### src/ebst_pkg.sv
package ebst_pkg;

    localparam int unsigned CntWidth  = 32;
    localparam int unsigned TimeWidth = 48;
    localparam int unsigned AddrWidth = 4;

    localparam logic [CntWidth-1:0] CntMax = '1;

    localparam logic [15:0] BurstReset    = 16'd5;
    localparam logic [15:0] SampleReset   = 16'd100;
    localparam logic [31:0] IntervalReset = 32'd0;

    // register index, taken from paddr[3:2]
    localparam logic [1:0] RegBurst    = 2'd0;
    localparam logic [1:0] RegSample   = 2'd1;
    localparam logic [1:0] RegInterval = 2'd2;

    localparam logic CmdRecord = 1'b0;
    localparam logic CmdClear  = 1'b1;

    typedef struct packed {
        logic [15:0] burst_count;
        logic [15:0] sample_every;
        logic [31:0] min_interval_ms;
    } t_cfg;

    typedef struct packed {
        logic                emit;
        logic [CntWidth-1:0] suppressed_before;
        logic [CntWidth-1:0] total_seen;
    } t_result;

endpackage

### src/event_burst_sample_throttle.sv
// Channel   Direction  Handshake              Payload
// in        input      i_in_valid/o_in_stall  i_command, i_now_time_ms
// out       output     o_out_valid/i_out_stall o_emit, o_suppressed_before, o_total_seen
// cfg       APB        psel/penable/pready    paddr, pwdata, prdata
//
// One word per cycle unless stalled; each word passes the input, then the result register.
// The counter update is one pass from the input register to the result register.
// A clear word is consumed in that pass and produces no output word.
// Reset is synchronous: counters clear, registers return to their reset values.
// A stalled output word holds and, with a word waiting, pushes the stall back to o_in_stall.
module event_burst_sample_throttle
    import ebst_pkg::*;
(
    input  logic                 i_clk,
    input  logic                 i_rst_n,

    input  logic                 i_in_valid,
    output logic                 o_in_stall,
    input  logic                 i_command,
    input  logic [TimeWidth-1:0] i_now_time_ms,

    output logic                 o_out_valid,
    input  logic                 i_out_stall,
    output logic                 o_emit,
    output logic [CntWidth-1:0]  o_suppressed_before,
    output logic [CntWidth-1:0]  o_total_seen,

    input  logic                 psel,
    input  logic                 penable,
    input  logic                 pwrite,
    input  logic [AddrWidth-1:0] paddr,
    input  logic [31:0]          pwdata,
    output logic [31:0]          prdata,
    output logic                 pready
);

    t_cfg    w_cfg;
    t_result w_result;

    logic                 r_in_valid;
    logic                 r_in_cmd;
    logic [TimeWidth-1:0] r_in_now;
    logic                 r_out_valid;
    t_result              r_out;

    logic w_out_blocked;
    logic w_take;
    logic w_accept;

    ebst_regs u_regs (
        .i_clk   (i_clk),
        .i_rst_n (i_rst_n),
        .psel    (psel),
        .penable (penable),
        .pwrite  (pwrite),
        .paddr   (paddr),
        .pwdata  (pwdata),
        .prdata  (prdata),
        .pready  (pready),
        .o_cfg   (w_cfg)
    );

    ebst_core u_core (
        .i_clk         (i_clk),
        .i_rst_n       (i_rst_n),
        .i_fire        (w_take),
        .i_command     (r_in_cmd),
        .i_now_time_ms (r_in_now),
        .i_cfg         (w_cfg),
        .o_result      (w_result)
    );

    assign w_out_blocked = r_out_valid && i_out_stall;
    assign w_take        = r_in_valid && !w_out_blocked;
    assign o_in_stall    = r_in_valid && w_out_blocked;
    assign w_accept      = i_in_valid && !o_in_stall;

    always_ff @(posedge i_clk) begin
        if (!i_rst_n) begin
            r_in_valid  <= 1'b0;
            r_out_valid <= 1'b0;
        end else begin
            if (w_accept) begin
                r_in_valid <= 1'b1;
            end else if (w_take) begin
                r_in_valid <= 1'b0;
            end
            if (!w_out_blocked) begin
                r_out_valid <= w_take && (r_in_cmd == CmdRecord);
            end
        end
    end

    // payload needs no reset
    always_ff @(posedge i_clk) begin
        if (w_accept) begin
            r_in_cmd <= i_command;
            r_in_now <= i_now_time_ms;
        end
        if (w_take) begin
            r_out <= w_result;
        end
    end

    assign o_out_valid         = r_out_valid;
    assign o_emit              = r_out.emit;
    assign o_suppressed_before = r_out.suppressed_before;
    assign o_total_seen        = r_out.total_seen;

endmodule

### src/ebst_regs.sv
module ebst_regs
    import ebst_pkg::*;
(
    input  logic                 i_clk,
    input  logic                 i_rst_n,
    input  logic                 psel,
    input  logic                 penable,
    input  logic                 pwrite,
    input  logic [AddrWidth-1:0] paddr,
    input  logic [31:0]          pwdata,
    output logic [31:0]          prdata,
    output logic                 pready,
    output t_cfg                 o_cfg
);

    t_cfg r_cfg;
    logic w_wr;
    logic [1:0] w_idx;

    assign pready = 1'b1;
    assign w_wr   = psel && penable && pwrite;
    assign w_idx  = paddr[3:2];
    assign o_cfg  = r_cfg;

    always_ff @(posedge i_clk) begin
        if (!i_rst_n) begin
            r_cfg.burst_count     <= BurstReset;
            r_cfg.sample_every    <= SampleReset;
            r_cfg.min_interval_ms <= IntervalReset;
        end else if (w_wr) begin
            unique case (w_idx)
                RegBurst: r_cfg.burst_count <= pwdata[15:0];
                RegSample: begin
                    // a period of zero is stored as one
                    r_cfg.sample_every <= (pwdata[15:0] == 16'd0) ? 16'd1 : pwdata[15:0];
                end
                RegInterval: r_cfg.min_interval_ms <= pwdata;
                default: ;
            endcase
        end
    end

    always_comb begin
        unique case (w_idx)
            RegBurst:    prdata = {16'd0, r_cfg.burst_count};
            RegSample:   prdata = {16'd0, r_cfg.sample_every};
            RegInterval: prdata = r_cfg.min_interval_ms;
            default:     prdata = 32'd0;
        endcase
    end

endmodule

### src/ebst_core.sv
module ebst_core
    import ebst_pkg::*;
(
    input  logic                 i_clk,
    input  logic                 i_rst_n,
    input  logic                 i_fire,
    input  logic                 i_command,
    input  logic [TimeWidth-1:0] i_now_time_ms,
    input  t_cfg                 i_cfg,
    output t_result              o_result
);

    logic [CntWidth-1:0]  r_total, n_total;
    logic [CntWidth-1:0]  r_supp, n_supp;
    logic [TimeWidth-1:0] r_last, n_last;
    logic                 r_has, n_has;
    logic [15:0]          r_phase, n_phase;

    logic [CntWidth-1:0]  w_total_inc;
    logic                 w_burst_hit;
    logic [15:0]          w_phase_inc;
    logic                 w_sampled;
    logic [TimeWidth:0]   w_deadline;
    logic                 w_floor_ok;
    logic                 w_emit;

    always_comb begin
        w_total_inc = (r_total == CntMax) ? r_total : r_total + 1'b1;
        w_burst_hit = w_total_inc <= {16'd0, i_cfg.burst_count};
        w_phase_inc = r_phase + 16'd1;
        w_sampled   = !w_burst_hit &&
                      ((w_phase_inc >= i_cfg.sample_every) || (w_phase_inc == 16'd0));
        // compare one bit wider so the deadline never wraps
        w_deadline  = {1'b0, r_last} + {17'd0, i_cfg.min_interval_ms};
        w_floor_ok  = (i_cfg.min_interval_ms == 32'd0) || !r_has ||
                      ({1'b0, i_now_time_ms} >= w_deadline);
        w_emit      = w_burst_hit || (w_sampled && w_floor_ok);

        o_result.emit              = w_emit;
        o_result.suppressed_before = w_emit ? r_supp : '0;
        o_result.total_seen        = w_total_inc;

        n_total = r_total;
        n_supp  = r_supp;
        n_last  = r_last;
        n_has   = r_has;
        n_phase = r_phase;
        if (i_fire) begin
            if (i_command == CmdClear) begin
                n_total = '0;
                n_supp  = '0;
                n_last  = '0;
                n_has   = 1'b0;
                n_phase = '0;
            end else begin
                n_total = w_total_inc;
                if (!w_burst_hit) begin
                    n_phase = w_sampled ? 16'd0 : w_phase_inc;
                end
                if (w_emit) begin
                    n_supp = '0;
                    n_last = i_now_time_ms;
                    n_has  = 1'b1;
                end else if (r_supp != CntMax) begin
                    n_supp = r_supp + 1'b1;
                end
            end
        end
    end

    always_ff @(posedge i_clk) begin
        if (!i_rst_n) begin
            r_total <= '0;
            r_supp  <= '0;
            r_last  <= '0;
            r_has   <= 1'b0;
            r_phase <= '0;
        end else begin
            r_total <= n_total;
            r_supp  <= n_supp;
            r_last  <= n_last;
            r_has   <= n_has;
            r_phase <= n_phase;
        end
    end

    a_emit_resets_run: assert property (@(posedge i_clk) disable iff (!i_rst_n)
        (i_fire && i_command == CmdRecord && w_emit) |=> (r_supp == '0 && r_has))
        else $error("suppressed run not cleared after a report");

    a_clear_zeroes: assert property (@(posedge i_clk) disable iff (!i_rst_n)
        (i_fire && i_command == CmdClear) |=> (r_total == '0 && r_phase == '0 && !r_has))
        else $error("clear left counters set");

    a_phase_below_period: assert property (@(posedge i_clk) disable iff (!i_rst_n)
        (i_fire && i_command == CmdRecord && !w_burst_hit)
            |=> (r_phase < $past(i_cfg.sample_every)))
        else $error("phase reached the sample period");

    a_no_report_before_floor: assert property (@(posedge i_clk) disable iff (!i_rst_n)
        (w_emit && !w_burst_hit) |-> w_sampled)
        else $error("report past the burst without a candidate");

endmodule
### config.mk
export PLATFORM = sky130hd
export DESIGN_NAME = event_burst_sample_throttle
export DESIGN_NICKNAME = d
export VERILOG_FILES = /design/src/ebst_pkg.sv /design/src/event_burst_sample_throttle.sv /design/src/ebst_regs.sv /design/src/ebst_core.sv
export SDC_FILE = /design/constraint.sdc
export NUM_CORES = 1
export LEC_CHECK = 0
export ABC_AREA = 1
export BUFFER_PORTS_ARGS = -buffer_cell sky130_fd_sc_hd__buf_2
export CORE_UTILIZATION = 60
export DETAILED_ROUTE_END_ITERATION = 8
export PLACE_DENSITY = 0.89
export SLEW_MARGIN = 30
export SYNTH_ARGS = -nofsm -noshare
export SYNTH_HDL_FRONTEND = slang
export SYNTH_HIERARCHICAL = 1
export SYNTH_SLANG_ARGS = --single-unit
### constraint.sdc
create_clock -name i_clk -period 7.3 [get_ports i_clk]
set_input_delay 1.095 -clock i_clk [delete_from_list [all_inputs] [get_ports i_clk]]
set_output_delay 1.095 -clock i_clk [all_outputs]
set_load 0.02 [all_outputs]
==> flow_metrics.env <==
export IMPL_htree_levels=2
export IMPL_gr_usage_met3_pct=4.44
export IMPL_nFillCells=2395
export IMPL_wl_um=48400
export IMPL_start_util_pct=61.0
export IMPL_grt_antenna_before_repair=0
export IMPL_use_met2_pct=53.8
export IMPL_outcome="finished clean"
export IMPL_yosysWarnings=6
export IMPL_cts_resized=0
export IMPL_routedWlPerCell_um=16.6
export IMPL_finalSetupTns_ps=0
export IMPL_drive_gt1_share_pct=13.7
export IMPL_initialDrtViolationCount=1712
export IMPL_max_freq_ghz=0.169
export IMPL_startpoint_type="register"
export IMPL_slew_viol_final=0
export IMPL_crit_arrival_ps=6280
export IMPL_startpoint="u_regs/o_cfg[0]"
export IMPL_critPathKind="reg2reg"
export IMPL_core_area_um2=29600
export IMPL_synth_cell_area_um2=18000
export IMPL_grt_pass1_vias=15997
export IMPL_min_from="u_core/r_last[16]"
export IMPL_place_congestion=0.938
export IMPL_num_io_pins=192
export IMPL_multiInputGateArea_um2=9380
export IMPL_hp_class="reg2reg"
export IMPL_gr_usage_met1_pct=38.4
export IMPL_synth_enable_flop_cells=114
export IMPL_crit_buf_inv=2
export IMPL_tritoncts="yes"
export IMPL_cts_sinks=309
export IMPL_rsz0062_at_grt="no"
export IMPL_die_h_um=175
export IMPL_grt_max_degree=75
export IMPL_dpl_cell_count=2859
export IMPL_period_minus_slack_ps=5920
export IMPL_finalWorstSetupSlack_ps=1380
export IMPL_fin_crit_sh_pct=81.0
export IMPL_post_dp_hpwl_um=34900
export IMPL_cts_buffers_inserted=34
export IMPL_syn_num_nets=2555
export IMPL_grt_first_pass_wirelength_um=77800
export IMPL_viasPerCell=5.71
export IMPL_leakage_nw=8.78
export IMPL_cp_top_family="simple AND/OR/NAND/NOR gates"
export IMPL_dieArea_um2=30700
export IMPL_seqCellArea_um2=7330
export IMPL_postCtsHoldBufs=0
export IMPL_drc=0
export IMPL_io_buffers=188
export IMPL_ir_drop_mv=0.198
export IMPL_root_buffer="clkbuf_16"
export IMPL_worst_hold_slack_ps=466
export IMPL_path_common_cell="nand2_1"
export IMPL_ant_nets=0
export IMPL_clk_pin_slew_worst_paths_ps=60
export IMPL_post_cts_buffers=0
export IMPL_max_cap_violations=0
export IMPL_synth_flop_cell="dfxtp_1"
export IMPL_async_flop_share_pct=0
export IMPL_synthCells=2347
export IMPL_r2r_start="u_regs/o_cfg[0]"
export IMPL_setup_viol=0
export IMPL_end_kind="register"
export IMPL_path_max_fanout=49
export IMPL_slowest_stage="nor4_1"
export IMPL_areaGrowthSynthToFinish_pct=12.0
export IMPL_syn_avg_cell_area_um2=7.68
export IMPL_via_count=16688
export IMPL_ys_ff_latch=309
export IMPL_cts_buffer_depth=3
export IMPL_power_density_nw_per_um2=199
export IMPL_busiest_layer="met2"
export IMPL_slowest_delay_ps=520
export IMPL_max_slew_margin_pct=38.7
export IMPL_gr_total_overflow=0
export IMPL_n_antenna_cell=0
export IMPL_fp_row_count=63
export IMPL_fin_worst_skew_ps=20.5
export IMPL_worstPathRequired_ps=7660
export IMPL_final_cells=2921
export IMPL_grt_usage_pct=31.2
export IMPL_yosys_cell_types_count=62
export IMPL_dr_pass1_iters=8
export IMPL_clk_insertion_delay_late_ps=530
export IMPL_hold_violations=0
export IMPL_yosysSeqAreaShare_pct=40.7
export IMPL_die_x_um=175
export IMPL_nets=2713
export IMPL_preCtsSetupSlack_ps=1490
export IMPL_worst_pin_slew_ps=917
cell usage in the layout, fill, tap and decap left out, types with 7 or more instances in the layout:
cell       synthesis  final
nand4_1           36     36
o21ai_1           14     14
nor2_1           398    397
dfxtp_1          195    195
a21oi_1          161    160
clkbuf_1          32      8
buf_2             20    188
nand2_1          477    477
buf_4              8      9
nor3_2             7      7
nand3_2           10     10
xnor2_1           34     34
o21ai_0           96     96
nor3_1            32     32
ha_1             115    115
nand3_1          143    143
a21oi_2           11     11
inv_2             13     13
clkbuf_16          0     34
edfxtp_1         114    114
a21o_1            11     11
nor2_2            10     10
inv_1            210    209
xor2_1            63     63
o21a_1             9      9
nand2_2           16     16
a31oi_1           19     19
nor4_1            18     18
cell families after synthesis:
group	synth area share, %
compound gates	10.4
xor+xnor	4.72
fa+ha+maj	8.10
buf+inv	7.39
flops	40.7
mux	0.0556
other cells	0.0208
simple gates	28.6
power by group:
| group | leakage [nW] | switching (mW) | internal (mW) |
|---|---|---|---|
| Sequential | 2.71 | 0.0532 | 1.86 |
| Combinational | 5.53 | 0.275 | 0.140 |
| Clock | 0.535 | 0.703 | 0.981 |
| Total | 8.78 | 1.03 | 2.98 |
area by class of cell:
| cell class | instances | area share, % |
|---|---|---|
| multi-input combinational | 1734 | 46.5 |
| sequential | 309 | 36.3 |
| timing repair buffer | 199 | 5.15 |
| clock buffer | 46 | 4.64 |
| inverter | 227 | 4.25 |
| tap | 390 | 2.42 |
| clock inverter | 16 | 0.793 |
path summary, 6_finish.rpt:
| kind | endpoint | slack, ps | cells past startpoint |
|---|---|---|---|
| max | u_core/r_last[36] | 1380 | 27 |
| max reg2reg | u_core/r_last[36] | 1380 | 27 |
| min | u_core/r_last[16] | 470 | 2 |
| min reg2reg | u_core/r_last[16] | 470 | 2 |
tightest hold or removal path, stage by stage, from the launching register on:
cell	delay, ps
dfxtp_1	310
nand2_1	60
a21oi_1	50
synthesized netlist by cell type (all sizes together), types with 2 or more instances:
cell    number  area (um^2)
a211oi       2         15.0
a21boi       2         15.0
a21o        11         82.6
a21oi      172          902
a31oi       19          119
and2         5         31.3
buf         45          357
clkbuf      32          120
clkinv       3         11.3
dfxtp      195         3900
edfxtp     114         3420
ha         115         1440
inv        224          843
nand2      497         1940
nand3      155          851
nand4       37          246
nor2       414         1630
nor3        40          246
nor3b        3         22.5
nor4        19          134
o211ai       2         15.0
o21a         9         67.6
o21ai      115          602
o31ai        4         30.0
or2          6         37.5
xnor2       34          298
xor2        63          552
flip-flops by register name, summed over array words and instances (netlist names):
name and flops:
u_core/r_phase 16, o_emit 1, u_core/r_has 1, u_core/r_supp 32, o_total_seen 32, u_regs/o_cfg 64
o_suppressed_before 32, r_in_cmd 1, u_core/r_total 32, u_core/r_last 48, r_in_now 48, r_in_valid 1
o_out_valid 1
per-layer routing:
| metal | routed length, um | up-vias | part of all wire (%) |
|---|---|---|---|
| li1 | - | 8061 | - |
| met1 | 19600 | 7729 | 41 |
| met2 | 23100 | 764 | 48 |
| met3 | 3450 | 134 | 7.1 |
| met4 | 2210 | 0 | 4.6 |
| met5 | 0 | - | 0 |
per-stage QoR:
stage | total power, mW | util (%) | instance area (um^2)
3_5_place_dp | 2.35 | 64.6 | 19100
6_report | 4.01 | 68.3 | 20200
2_1_floorplan | 2.22 | - | 18000
4_1_cts | 4.03 | 68.3 | 20200
3_3_place_gp | 2.33 | 64.6 | 19100
5_1_grt | 4.14 | 68.3 | 20200
No activity file was read; power rests on OpenSTA's default activity.
